$ cat src/hw/rtl/swled_pkg.sv
package swled_pkg;

    // frame geometry
    localparam int FRAME_BITS      = 46;
    localparam int BITS_W          = $clog2(FRAME_BITS + 1);
    localparam int PREAMBLE_CYCLES = 2;
    localparam int CHAN_W          = 12;
    localparam int CMD_W           = FRAME_BITS - 3 * CHAN_W;
    localparam logic [CMD_W-1:0] CMD_WORD = CMD_W'(10'h3AA);

    // timer and configuration port
    localparam int TIMER_WIDTH_DEF = 16;
    localparam int CFG_DATA_W      = 16;
    localparam int CFG_INDEX_W     = 2;

    localparam logic [CFG_DATA_W-1:0] EDGE_TICKS_RST   = 16'd2;
    localparam logic [CFG_DATA_W-1:0] STAGE1_TICKS_RST = 16'd8;
    localparam logic [CFG_DATA_W-1:0] STAGE3_TICKS_RST = 16'd8;
    localparam logic [CFG_DATA_W-1:0] EOS_TICKS_RST    = 16'd200;

    // register indexes
    localparam logic [CFG_INDEX_W-1:0] REG_EDGE   = 2'd0;
    localparam logic [CFG_INDEX_W-1:0] REG_STAGE1 = 2'd1;
    localparam logic [CFG_INDEX_W-1:0] REG_STAGE3 = 2'd2;
    localparam logic [CFG_INDEX_W-1:0] REG_EOS    = 2'd3;

    // operation codes
    localparam logic [1:0] OP_TICK = 2'd0;
    localparam logic [1:0] OP_CHAN = 2'd1;
    localparam logic [1:0] OP_RAW  = 2'd2;

    // frame phase
    typedef enum logic [1:0] {
        PH_IDLE = 2'd0,
        PH_PRE  = 2'd1,
        PH_BITS = 2'd2,
        PH_EOS  = 2'd3
    } phase_t;

    typedef struct packed {
        logic [1:0]            op;
        logic [CHAN_W-1:0]     chan_a;
        logic [CHAN_W-1:0]     chan_b;
        logic [CHAN_W-1:0]     chan_c;
        logic [FRAME_BITS-1:0] raw_frame;
    } in_word_t;

    typedef struct packed {
        logic line_level;
        logic busy_res;
        logic accepted;
    } out_word_t;

endpackage

$ cat src/hw/rtl/swled_core.sv
module swled_core #(
    parameter int TIMER_WIDTH = swled_pkg::TIMER_WIDTH_DEF
) (
    input  logic                                  clk,
    input  logic                                  rst_n,
    input  logic                                  push,
    input  swled_pkg::in_word_t                   in_word,
    input  logic                                  cfg_we,
    input  logic [swled_pkg::CFG_INDEX_W-1:0]     cfg_index,
    input  logic [swled_pkg::CFG_DATA_W-1:0]      cfg_data,
    output swled_pkg::out_word_t                  result
);
    import swled_pkg::*;

    // configuration registers
    logic [TIMER_WIDTH-1:0] edge_reg, stage1_reg, stage3_reg, eos_reg;

    // frame state
    phase_t                 phase_reg, phase_next;
    logic [1:0]             idx_reg, idx_next;
    logic [1:0]             pre_reg, pre_next;
    logic [BITS_W-1:0]      bits_reg, bits_next;
    logic [FRAME_BITS-1:0]  shift_reg, shift_next;
    logic [TIMER_WIDTH-1:0] count_reg, count_next;

    // skip logic inputs and outputs
    phase_t                 st_phase, sk_phase;
    logic [2:0]             st_start;
    logic [1:0]             st_pre, sk_pre;
    logic [BITS_W-1:0]      st_bits, sk_bits;
    logic [FRAME_BITS-1:0]  st_shift, sk_shift;
    logic [1:0]             sk_idx;

    logic [3:0]             nz;
    logic                   any_nz, eos_nz, found;
    logic [1:0]             fidx, first_any;
    logic [TIMER_WIDTH-1:0] cur_len, cnt_inc;
    logic                   is_tick, is_start, seg_done;
    logic [FRAME_BITS-1:0]  load_frame;

    function automatic logic seg_level(phase_t ph, logic [1:0] idx, logic msb);
        logic lvl;
        lvl = 1'b0;
        if (ph == PH_PRE || ph == PH_BITS) begin
            if (idx == 2'd0)
                lvl = 1'b1;
            else if (idx == 2'd2 && ph == PH_BITS)
                lvl = msb;
        end
        return lvl;
    endfunction

    // configuration writes
    always_ff @(posedge clk or negedge rst_n)
    begin
        if (!rst_n)
        begin
            edge_reg   <= TIMER_WIDTH'(EDGE_TICKS_RST);
            stage1_reg <= TIMER_WIDTH'(STAGE1_TICKS_RST);
            stage3_reg <= TIMER_WIDTH'(STAGE3_TICKS_RST);
            eos_reg    <= TIMER_WIDTH'(EOS_TICKS_RST);
        end
        else if (cfg_we)
        begin
            unique case (cfg_index)
                REG_EDGE:   edge_reg   <= TIMER_WIDTH'(cfg_data);
                REG_STAGE1: stage1_reg <= TIMER_WIDTH'(cfg_data);
                REG_STAGE3: stage3_reg <= TIMER_WIDTH'(cfg_data);
                REG_EOS:    eos_reg    <= TIMER_WIDTH'(cfg_data);
                default:    ;
            endcase
        end
    end

    // nonzero segment flags
    assign nz[0]  = (edge_reg != '0);
    assign nz[1]  = (stage1_reg != '0);
    assign nz[2]  = (edge_reg != '0);
    assign nz[3]  = (stage3_reg != '0);
    assign any_nz = |nz;
    assign eos_nz = (eos_reg != '0);

    // current segment length
    always_comb
    begin
        if (phase_reg == PH_EOS)
            cur_len = eos_reg;
        else
        begin
            case (idx_reg)
                2'd0:    cur_len = edge_reg;
                2'd1:    cur_len = stage1_reg;
                2'd2:    cur_len = edge_reg;
                default: cur_len = stage3_reg;
            endcase
        end
    end

    assign is_tick  = (in_word.op == OP_TICK);
    assign is_start = (phase_reg == PH_IDLE) && (in_word.op == OP_CHAN || in_word.op == OP_RAW);
    assign cnt_inc  = count_reg + TIMER_WIDTH'(1);
    assign seg_done = (cnt_inc >= cur_len);
    assign load_frame = (in_word.op == OP_CHAN)
                      ? {CMD_WORD, in_word.chan_a, in_word.chan_b, in_word.chan_c}
                      : in_word.raw_frame;

    // skip source: a new frame or the segment after the current one
    always_comb
    begin
        if (is_start)
        begin
            st_phase = PH_PRE;
            st_start = 3'd0;
            st_pre   = 2'(PREAMBLE_CYCLES);
            st_bits  = '0;
            st_shift = load_frame;
        end
        else
        begin
            st_phase = phase_reg;
            st_start = {1'b0, idx_reg} + 3'd1;
            st_pre   = pre_reg;
            st_bits  = bits_reg;
            st_shift = shift_reg;
        end
    end

    // first nonzero segment at or after the start index, and in a full cycle
    always_comb
    begin
        found     = 1'b0;
        fidx      = 2'd0;
        first_any = 2'd0;
        for (int j = 3; j >= 0; j--)
        begin
            if (3'(j) >= st_start && nz[j])
            begin
                found = 1'b1;
                fidx  = 2'(j);
            end
            if (nz[j])
                first_any = 2'(j);
        end
    end

    // skip empty segments; a cycle with no nonzero segment empties the frame
    always_comb
    begin
        sk_phase = st_phase;
        sk_idx   = fidx;
        sk_pre   = st_pre;
        sk_bits  = st_bits;
        sk_shift = st_shift;
        if (!found)
        begin
            sk_idx = 2'd0;
            if (st_phase == PH_PRE)
            begin
                sk_pre = st_pre - 2'd1;
                if (sk_pre == 2'd0)
                begin
                    sk_phase = PH_BITS;
                    sk_bits  = BITS_W'(FRAME_BITS);
                end
            end
            else
            begin
                sk_shift = {st_shift[FRAME_BITS-2:0], 1'b0};
                sk_bits  = st_bits - BITS_W'(1);
                if (sk_bits == '0)
                    sk_phase = PH_EOS;
            end
            if (sk_phase == PH_EOS)
            begin
                if (!eos_nz)
                    sk_phase = PH_IDLE;
            end
            else if (any_nz)
                sk_idx = first_any;
            else
                sk_phase = eos_nz ? PH_EOS : PH_IDLE;
        end
    end

    // next state
    always_comb
    begin
        phase_next = phase_reg;
        idx_next   = idx_reg;
        pre_next   = pre_reg;
        bits_next  = bits_reg;
        shift_next = shift_reg;
        count_next = count_reg;
        if (push)
        begin
            if (is_tick)
            begin
                if (phase_reg != PH_IDLE)
                begin
                    if (!seg_done)
                        count_next = cnt_inc;
                    else
                    begin
                        count_next = '0;
                        if (phase_reg == PH_EOS)
                            phase_next = PH_IDLE;
                        else
                        begin
                            phase_next = sk_phase;
                            idx_next   = sk_idx;
                            pre_next   = sk_pre;
                            bits_next  = sk_bits;
                            shift_next = sk_shift;
                        end
                    end
                end
            end
            else if (is_start)
            begin
                count_next = '0;
                phase_next = sk_phase;
                idx_next   = sk_idx;
                pre_next   = sk_pre;
                bits_next  = sk_bits;
                shift_next = sk_shift;
            end
        end
    end

    // result word
    always_comb
    begin
        if (is_tick)
        begin
            result.line_level = seg_level(phase_reg, idx_reg, shift_reg[FRAME_BITS-1]);
            result.busy_res   = (phase_reg != PH_IDLE);
            result.accepted   = 1'b0;
        end
        else
        begin
            result.line_level = seg_level(phase_next, idx_next, shift_next[FRAME_BITS-1]);
            result.busy_res   = (phase_next != PH_IDLE);
            result.accepted   = is_start;
        end
    end

    always_ff @(posedge clk or negedge rst_n)
    begin
        if (!rst_n)
        begin
            phase_reg <= PH_IDLE;
            idx_reg   <= '0;
            pre_reg   <= '0;
            bits_reg  <= '0;
            shift_reg <= '0;
            count_reg <= '0;
        end
        else
        begin
            phase_reg <= phase_next;
            idx_reg   <= idx_next;
            pre_reg   <= pre_next;
            bits_reg  <= bits_next;
            shift_reg <= shift_next;
            count_reg <= count_next;
        end
    end

    // data bits phase always has bits pending
    a_bits_range: assert property (@(posedge clk) disable iff (!rst_n)
        phase_reg == PH_BITS |-> (bits_reg != '0 && bits_reg <= BITS_W'(FRAME_BITS)))
        else $error("bit count out of range in data phase");

    // preamble count is one or two and no data bits are counted yet
    a_pre_range: assert property (@(posedge clk) disable iff (!rst_n)
        phase_reg == PH_PRE |-> ((pre_reg == 2'd1 || pre_reg == 2'd2) && bits_reg == '0))
        else $error("preamble state inconsistent");

    // a tick while idle leaves the block idle
    a_idle_tick: assert property (@(posedge clk) disable iff (!rst_n)
        (push && in_word.op == OP_TICK && phase_reg == PH_IDLE) |=> phase_reg == PH_IDLE)
        else $error("idle tick started a frame");

endmodule

$ cat src/hw/rtl/swled_obuf.sv
module swled_obuf (
    input  logic                  clk,
    input  logic                  rst_n,
    input  logic                  push_valid,
    output logic                  push_ready,
    input  swled_pkg::out_word_t  push_word,
    output logic                  out_valid,
    input  logic                  out_ready,
    output swled_pkg::out_word_t  out_word
);
    import swled_pkg::*;

    out_word_t head_reg, skid_reg;
    logic      head_valid_reg, skid_valid_reg;
    logic      pop;

    assign pop        = head_valid_reg && out_ready;
    assign push_ready = !skid_valid_reg;
    assign out_valid  = head_valid_reg;
    assign out_word   = head_reg;

    // two-entry output buffer, head drives the port
    always_ff @(posedge clk or negedge rst_n)
    begin
        if (!rst_n)
        begin
            head_valid_reg <= 1'b0;
            skid_valid_reg <= 1'b0;
        end
        else if (skid_valid_reg)
        begin
            if (pop)
            begin
                head_reg       <= skid_reg;
                skid_valid_reg <= 1'b0;
            end
        end
        else if (push_valid)
        begin
            if (!head_valid_reg || pop)
            begin
                head_reg       <= push_word;
                head_valid_reg <= 1'b1;
            end
            else
            begin
                skid_reg       <= push_word;
                skid_valid_reg <= 1'b1;
            end
        end
        else if (pop)
            head_valid_reg <= 1'b0;
    end

    // skid entry only exists behind a head entry
    a_skid_head: assert property (@(posedge clk) disable iff (!rst_n)
        skid_valid_reg |-> head_valid_reg)
        else $error("skid word without head word");

    // a stalled skid word is kept
    a_skid_hold: assert property (@(posedge clk) disable iff (!rst_n)
        (skid_valid_reg && !out_ready) |=> (skid_valid_reg && $stable(skid_reg)))
        else $error("skid word lost under stall");

    // draining the last word empties the buffer
    a_drain: assert property (@(posedge clk) disable iff (!rst_n)
        (head_valid_reg && out_ready && !skid_valid_reg && !push_valid) |=> !head_valid_reg)
        else $error("buffer did not drain");

endmodule

$ cat src/hw/rtl/single_wire_led_frame_transmitter_top.sv
// output: each accepted input word's result is registered in the output buffer
// throughput: one input word per cycle; the
//   two-entry output buffer takes one more word during a stall, then in_ready
//   drops until the spare entry drains
// reset: rst_n asynchronous active low; frame goes idle, line low, timing
//   registers return to edge 2, stage1 8, stage3 8, eos 200 ticks
module single_wire_led_frame_transmitter_top #(
    parameter int TIMER_WIDTH = swled_pkg::TIMER_WIDTH_DEF
) (
    input  logic                              clk,
    input  logic                              rst_n,
    input  logic                              in_valid,
    output logic                              in_ready,
    input  swled_pkg::in_word_t               in_word,
    output logic                              out_valid,
    input  logic                              out_ready,
    output swled_pkg::out_word_t              out_word,
    input  logic                              cfg_valid,
    output logic                              cfg_ready,
    input  logic [swled_pkg::CFG_INDEX_W-1:0] cfg_index,
    input  logic [swled_pkg::CFG_DATA_W-1:0]  cfg_data
);
    import swled_pkg::*;

    out_word_t result;
    logic      in_accept;

    assign cfg_ready = 1'b1;
    assign in_accept = in_valid && in_ready;

    // frame sequencer and timing registers
    swled_core #(
        .TIMER_WIDTH (TIMER_WIDTH)
    ) u_core (
        .clk       (clk),
        .rst_n     (rst_n),
        .push      (in_accept),
        .in_word   (in_word),
        .cfg_we    (cfg_valid && cfg_ready),
        .cfg_index (cfg_index),
        .cfg_data  (cfg_data),
        .result    (result)
    );

    // result buffer
    swled_obuf u_obuf (
        .clk        (clk),
        .rst_n      (rst_n),
        .push_valid (in_accept),
        .push_ready (in_ready),
        .push_word  (result),
        .out_valid  (out_valid),
        .out_ready  (out_ready),
        .out_word   (out_word)
    );

endmodule
$ cat config.mk
export PLATFORM = sky130hd
export DESIGN_NAME = single_wire_led_frame_transmitter_top
export DESIGN_NICKNAME = d
export VERILOG_FILES = /design/src/hw/rtl/swled_pkg.sv /design/src/hw/rtl/swled_core.sv /design/src/hw/rtl/swled_obuf.sv /design/src/hw/rtl/single_wire_led_frame_transmitter_top.sv
export SDC_FILE = /design/constraint.sdc
export NUM_CORES = 1
export LEC_CHECK = 0
export BUFFER_PORTS_ARGS = -buffer_cell sky130_fd_sc_hd__buf_4
export CAP_MARGIN = 40
export CORE_ASPECT_RATIO = 0.75
export CORE_UTILIZATION = 35
export DETAILED_ROUTE_END_ITERATION = 12
export GPL_ROUTABILITY_DRIVEN = 0
export GPL_TIMING_DRIVEN = 0
export PLACE_DENSITY = 0.55
export SLEW_MARGIN = 10
export SYNTH_ARGS = -nofsm -noshare
export SYNTH_HDL_FRONTEND = slang
export SYNTH_SLANG_ARGS = --single-unit
$ cat constraint.sdc
create_clock -name clk -period 6.6 [get_ports clk]
set_input_delay 0.99 -clock clk [delete_from_list [all_inputs] [get_ports clk]]
set_output_delay 0.99 -clock clk [all_outputs]
set_load 0.05 [all_outputs]
# Word level (Yosys, flattened, before mapping)
# Index checks and enable logic that the tools add are counted.
[classes] add_sub_neg=4 n_reduce_logical=43 eq_ne=20 bitwise=2 magnitude_cmp=5 mux=88
[op_table] cell="$mux 46" n=10
[op_table] cell="$mux 16" n=5
[op_table] cell="$mux 2" n=40
[op_table] cell="$reduce_bool 16->1" n=4
[op_table] cell="$mux 6" n=9
[op_table] cell="$pmux 16 s2" n=1
[op_table] cell="$eq 2x2->1 const B" n=9
[op_table] cell="$mux 3" n=6
[op_table] cell="$mux 1" n=17
[op_table] cell="$add 16x1->16 const B" n=1
[op_table] cell="$ge 16x16->1" n=1
[op_table] cell="$eq 2x1->1 const B" n=6
[op_table] cell="$logic_not 2->1" n=6
[op_table] cell="$reduce_bool 2->1" n=6
[op_table] cell="$logic_and 1x1->1" n=9
[op_table] cell="$ne 2x2->1 const B" n=4
[op_table] cell="$reduce_and 2->1" n=4
[op_table] cell="$reduce_and 4->1" n=2
[op_table] cell="$ge 1x3->1 const A" n=2
[op_table] cell="$ge 2x3->1 const A" n=2
[op_table] cell="$logic_not 6->1" n=1
[op_table] cell="$reduce_and 3->1" n=2
[op_table] cell="$sub 6x1->6 const B" n=1
[op_table] cell="$reduce_and 5->1" n=1
[op_table] cell="8 further kinds" n=13
[word_totals] input_bits=107 elab_cells=181 regBits=146

# Logic depth before layout (Yosys ltp)
[depth] ltp_word=28 depth_mapped=24 mapped_depth_nobuf=20

# Cells and area by module
# Synthesis repeated with hierarchy kept, for this count alone.
[unflattened] cells_unflattened=915 hier_area_um2=8712.1
[by_module_without_submodules] module="swled_core" n_inst=1 cells_each=887 seq_area_each_um2=3460.8 area_per_inst_um2=8355.5
[by_module_without_submodules] module="swled_obuf" n_inst=1 cells_each=25 seq_area_each_um2=230.2 area_per_inst_um2=339.1
[by_module_without_submodules] module="single_wire_led_frame_transmitter_top" n_inst=1 cells_each=3 seq_area_each_um2=0.0 area_per_inst_um2=17.5

# Worst setup path before layout
# Ideal clock, no wire load.
[synth_timing] kind="reg2reg" startpoint="register u_core.count_reg[0]" endpoint="register u_obuf.head_reg, in the netlist u_obuf.out_word[2], data pin" arrival_ns=3.932 synth_period_minus_slack_ns=4.196 setup_ns=0.264 required_ns=6.336 path_stages_with_launch=23 path_slack_ns=2.404 path_buffers=3 path_cell_list="dfrtp_1 -> ha_1 -> nand3_1 -> nor2_1 -> and3_1 -> clkbuf_1 -> nand3_1 -> xnor2_1 -> ha_1 -> a21o_1 -> a21oi_1 -> a21o_1 -> a211oi_2 -> o21ai_1 -> buf_4 -> buf_6 -> a211oi_1 -> a21oi_1 -> ha_1 -> inv_1 -> nor2_1 -> a221oi_2 -> o21ai_1"
[synth_between] elab_chain_len=15
[synth_rtl] element="start, declared" line="swled_core.sv:24" text="logic [TIMER_WIDTH-1:0] count_reg, count_next;"
[synth_rtl] element="start signal, assigned" line="swled_core.sv:265" text="count_reg <= count_next;"
[synth_rtl] element="$add 16x1->16 (*)" line="swled_core.sv:101" text="assign cnt_inc = count_reg + TIMER_WIDTH'(1);"
[synth_rtl] element="$ge 16x16->1 (*)" line="swled_core.sv:102" text="assign seg_done = (cnt_inc >= cur_len);"
[synth_rtl] element="$mux 2" line="swled_core.sv:200" text="if (!seg_done)"
[synth_rtl] element="$mux 2" line="swled_core.sv:198" text="if (phase_reg != PH_IDLE)"
[synth_rtl] element="$mux 2" line="swled_core.sv:196" text="if (is_tick)"
[synth_rtl] element="$mux 2" line="swled_core.sv:194" text="if (push)"
[synth_rtl] element="$eq 2x2->1, on equally long branches" line="swled_core.sv:47, swled_core.sv:44"
[synth_rtl] element="$logic_and 1x1->1" line="swled_core.sv:47" text="else if (idx == 2'd2 && ph == PH_BITS)"
[synth_rtl] element="$mux 1" line="swled_core.sv:47"
[synth_rtl] element="$mux 1" line="swled_core.sv:45" text="if (idx == 2'd0)"
[synth_rtl] element="$mux 1 (*)" line="swled_core.sv:44" text="if (ph == PH_PRE || ph == PH_BITS) begin"
[synth_rtl] element="$mux 3 (*)" line="swled_core.sv:233" text="if (is_tick)"
[synth_rtl] element="$mux 3 (*)" line="swled_obuf.sv:40" text="if (!head_valid_reg || pop)"
[synth_rtl] element="$mux 3 (*)" line="swled_obuf.sv:38" text="else if (push_valid)"
[synth_rtl] element="$mux 3 (*)" line="swled_obuf.sv:30" text="else if (skid_valid_reg)"
[synth_rtl] element="end signal, assigned" line="swled_obuf.sv:34" text="head_reg <= skid_reg;"
[synth_rtl] element="end signal, assigned" line="swled_obuf.sv:42" text="head_reg <= push_word;"
[synth_rtl] element="end, declared" line="swled_obuf.sv:13" text="out_word_t head_reg, skid_reg;"
# Every way passes the cells marked *; elsewhere a longest branch is shown, timed or not. The select of a mux whose other input is x is not followed.
# A chain may end at the register's enable or synchronous reset.

# Worst setup path in the final report
[layout_timing] startpoint="register u_core.idx_reg[0]" endpoint="register u_obuf.head_reg, in the netlist u_obuf.out_word[2], data pin"
[layout_between] elab_chain_len=23
[layout_rtl] element="start, declared" line="swled_core.sv:20" text="logic [1:0] idx_reg, idx_next;"
[layout_rtl] element="start signal, assigned" line="swled_core.sv:261" text="idx_reg <= idx_next;"
[layout_rtl] element="$add 2x1->3" line="swled_core.sv:121" text="st_start = {1'b0, idx_reg} + 3'd1;"
[layout_rtl] element="$mux 3" line="swled_core.sv:110" text="if (is_start)"
[layout_rtl] element="$ge 2x3->1" line="swled_core.sv:136" text="if (3'(j) >= st_start && nz[j])"
[layout_rtl] element="$logic_and 1x1->1" line="swled_core.sv:136"
[layout_rtl] element="$mux 2 / $mux 1 (equally long branches) (4 in series)" line="swled_core.sv:136"
[layout_rtl] element="$mux 2" line="swled_core.sv:154" text="if (!found)"
[layout_rtl] element="$mux 2" line="swled_core.sv:205" text="if (phase_reg == PH_EOS)"
[layout_rtl] element="$mux 2" line="swled_core.sv:200"
[layout_rtl] element="[4 not listed]"
[layout_rtl] element="$logic_and 1x1->1" line="swled_core.sv:47"
[layout_rtl] element="$mux 1" line="swled_core.sv:47"
[layout_rtl] element="$mux 1" line="swled_core.sv:45"
[layout_rtl] element="$mux 1" line="swled_core.sv:44"
[layout_rtl] element="$mux 3 (*)" line="swled_core.sv:233"
[layout_rtl] element="$mux 3 (*)" line="swled_obuf.sv:40"
[layout_rtl] element="$mux 3 (*)" line="swled_obuf.sv:38"
[layout_rtl] element="$mux 3 (*)" line="swled_obuf.sv:30"
# Marked as above.

==> impl_results.md <==
- Die area: 26300 um^2
- Crit path cell chain: inv_1 > clkbuf_1 > buf_1 > a22oi_1 > nor2_1 > a21oi_1 > nor2_1 > a21oi_1 > ha_1 > a21o_1 > a21oi_1 > a21o_1 > a211oi_2 > o21ai_1 > buf_4 > buf_6 > a211oi_1 > a21oi_1 > ha_1 > inv_1 > nor2_1 > a221oi_2 > o21ai_1
- Initial DRT Pass Iterations: 5
- Synth Area in Compound Gates: 18.6%
- Critical path arrival: 5.59 ns
- HP Class: in2async
- Required time worst endpoint: 6.77 ns
- R2R Path Start: u_core.idx_reg[0]
- Overflow after GRT: 0
- Final setup viols: 0
- Min Clock Period, post-route: 5.42 ns
- Prevailing post-synth register cell: dfrtp_1
- Crit Path Category: reg2reg
- Cell internal pwr: 2.15 mW
- Power, Total: 3.53 mW
- Slew Viols, Final: 0
- CP bufs+invs: 6
- # diodes: 0
- Combinational power share: 36.8%
- Most used routing layer: met1
- GR Layer Usage met1: 31.3%
- Root Buffer: clkbuf_16
- Synthesis-to-layout area growth: 20.7%
- Simple-Gate Fraction of Synth Area: 18.9%
- Row cnt: 50
- Max-Cap Viols: 0
- Sum Neg Setup Slack: 0 ns
- Core ar.: 25100 um^2
- Adder-Cell Fraction of Synth Area: 4.18%
- Initial DRC count: 637
- Io pins: 113
- Grt met2 use: 25.6%
- Switching power: 1.39 mW
- Worst Reg-to-Reg Cells: 23
- DRC Markers: 0
- Post-synthesis sequential area ratio: 41.1%
- Seq pwr share: 37.1%
- Clock sink total: 146
- Most frequent cell on the critical path: a21oi_1
- Synthesized instance count: 994
- Leakage power: 4.77 nW
- RSZ-0062 raised after global routing: false
- Post-synthesis cell type count: 77
- Syn Area/Cell: 9.04 um^2
- Detail Route Antenna Nets: 0
- Peak supply drop: 0.170 mV
- Worst path max stage delay: 0.60 ns
- Delay-heaviest family, CP: compound AO/OA/AOI/OAI gates
- Hold Fails Final Rpt: 0
- Synth Register Bits: 146
- M3 GR Usage: 5.03%
- PD cells: 326 nW/um^2
- Vias/cell: 5.26
- Starting Density: 35.8%
- Largest register FFs: 46
- Layout cells sized above 1: 23.3%
- Number of enable flip-flop cells after synthesis: 6
- Fin crit share: 82.1%
- First-pass GRT wire length: 40500 um
- CTS clk-pin slew, worst paths: 0.06 ns
- Buffers on Ports: 111
- Largest net degree at the start of global routing: 93
- Final Skew: 0.0116 ns
- Post-cts resize count: 0
- XOR/XNOR Fraction of Synth Area: 1.36%
- GRT Overall Usage: 19.6%
- Hold Buf Count CTS: 0
- Final net count: 1264
- Die width: 187 um
- Largest family of logic cells by synthesized area: simple AND/OR/NAND/NOR gates
- Post-CTS Setup Bufs: 0
- CP Launch Type: flop
- H-tree depth: 4
- WL per Instance: 16.6 um
- Chip Height: 141 um
- Async SR Flop Fraction: 95.9%
- Fmax: 0.184 GHz
- Crit path max fanout: 11
- CTS tree: built
- Worst hold slack: 0.465 ns
- Capturing point of the worst reg2reg path: u_obuf.out_word[2]
- Register-to-register setup slack: 1.18 ns
- Ys Warns: 0
- Initial antenna violation count: 0
- Least-Margin Pin Slew: 0.803 ns
- Syn_nets: 1131
- WL final: 24600 um
- Clock Power Share: 26.1%
- Worst setup EP type: flop
- Longest Clk Path Bufs: 2
- Post-DP HPWL: 18500 um
- Vias in the first global route: 7266
- DR vias: 7774
- Mux cell area share after synthesis: 12.3%
- Worst rel slew slack: 46.5%
- Num CTS Buffers: 17
- Skew-Pair Late Insertion Delay: 0.44 ns
- Slowest cell on crit path: buf_1
- Mapped Area: 8980 um^2
- Status: completed
- Switching portion of total power: 39.3%
## area by class of cell
type | instances | area [um^2]
buffer | 62 | 264
clock buffer | 19 | 453
clock inverter | 13 | 104
fill | 2444 | 14200
inverter | 15 | 56.3
multi-input combinational | 771 | 4970
sequential | 146 | 3690
tap | 338 | 423
timing repair buffer | 114 | 878
## worst reg2reg max path: stages, from the launching register on
cell and delay (ns):
dfrtp_1 0.44, inv_1 0.10, clkbuf_1 0.45, buf_1 0.60
a22oi_1 0.23, nor2_1 0.13, a21oi_1 0.06, nor2_1 0.12
a21oi_1 0.09, ha_1 0.36, a21o_1 0.12, a21oi_1 0.08
a21o_1 0.21, a211oi_2 0.37, o21ai_1 0.17, buf_4 0.22
buf_6 0.16, a211oi_1 0.28, a21oi_1 0.12, ha_1 0.20
inv_1 0.10, nor2_1 0.07, a221oi_2 0.34, o21ai_1 0.15
## per-layer routing
layer	part of all wire (%)	vias up
li1	-	3819
met1	54	3762
met2	40	179
met3	5.5	14
met4	0.64	0
met5	0	-
## placed cells by master (no fill, tap or decap), types with 3 or more instances in the layout
cell          n
xnor2_1       7
buf_2        15
ha_1         30
o211ai_1      3
dfrtp_1     134
o32ai_1       3
clkinvlp_4    4
clkinv_4      4
inv_1        14
nor3b_1       5
mux2i_1      37
mux2_2       65
nand2_1      78
o31ai_1       4
and3_1        8
nor2_1      196
nor2b_1       4
and2_1        6
dfstp_2       6
nand4_1       5
a2bb2oi_1     3
a21o_1        7
a21oi_1     100
clkbuf_1     41
xor2_1        7
a22o_1       10
nor4_2        8
edfxtp_1      6
nor3_1        3
buf_1         5
clkbuf_16    17
buf_4       112
o21ai_1      28
nor4_4        4
nor4_1       10
nand3_1      15
o21ai_0      53
a22oi_1      17
## metrics by stage
stage / util (%) / cells / setup WS, ns / area, um^2
2_1_floorplan: - / 994 / 2.40 / 8980
3_3_place_gp: 40.8 / 1443 / 1.32 / 10200
3_5_place_dp: 41.0 / 1446 / 1.26 / 10300
4_1_cts: 43.2 / 1478 / 1.23 / 10800
5_1_grt: 43.2 / 1478 / 0.713 / 10800
6_report: 43.2 / 1478 / 1.18 / 10800
## how the worst max path moves through the flow
stage	to	startpoint	depth (start not counted)	slack, ns
after global placement	u_obuf.out_word[2]	u_core.idx_reg[0]	23	1.32
after floorplan	u_obuf.out_word[2]	u_core.count_reg[0]	22	2.40
final	u_obuf.out_word[2]	u_core.idx_reg[0]	23	1.18
after CTS	u_obuf.out_word[2]	u_core.idx_reg[0]	23	1.23
after global routing	u_obuf.skid_reg[2]	u_core.idx_reg[0]	22	0.71
after detailed placement	u_obuf.out_word[2]	u_core.idx_reg[0]	23	1.26
## synth_stat cells (3+ instances only)
master / instances / share of area, %
nor4_4: 4 / 0.95
ha_1: 30 / 4.2
nor2b_1: 4 / 0.28
nor4_2: 8 / 1.1
a2bb2oi_1: 3 / 0.29
nor2_1: 196 / 8.2
buf_1: 5 / 0.21
o21ai_0: 53 / 3.0
mux2i_1: 37 / 4.1
xnor2_1: 7 / 0.68
buf_2: 13 / 0.72
o21ai_1: 28 / 1.6
a22o_1: 10 / 0.97
nor4_1: 10 / 0.70
o32ai_1: 3 / 0.29
dfstp_2: 6 / 1.8
o211ai_1: 3 / 0.25
nand4_1: 5 / 0.35
nand3_1: 15 / 0.84
and3_1: 8 / 0.56
dfrtp_1: 134 / 37
a21oi_1: 100 / 5.6
clkbuf_1: 41 / 1.7
inv_1: 14 / 0.58
mux2_2: 65 / 8.1
xor2_1: 7 / 0.68
o31ai_1: 4 / 0.33
nand2_1: 78 / 3.3
a21o_1: 7 / 0.58
edfxtp_1: 6 / 2.0
and2_1: 6 / 0.42
nor3b_1: 5 / 0.42
a22oi_1: 17 / 1.4
nor3_1: 3 / 0.17
## power by group through the flow
| stage | logic (mW) | clock network (mW) | registers [mW] |
|---|---|---|---|
| final | 1.30 | 0.922 | 1.31 |
| after global routing | 1.48 | 0.985 | 1.34 |
| after CTS | 1.30 | 0.941 | 1.31 |
| after detailed placement | 1.29 | 0 | 1.32 |
| after global placement | 1.27 | 0 | 1.32 |
| after floorplan | 0.900 | 0 | 1.31 |
## logic make-up (layout without fill, tap and decap cells)
kind of cell	after synthesis	count (layout)
xor gates and xnor gates	14	14
buffers and inverters	77	223
DFF	146	146
other	1	1
AOI/OAI and AO/OA	265	265
muxes	102	102
adders and majority gates	30	30
and+or+nand+nor	359	359
Note: power is estimated with default switching activity, not from simulation.
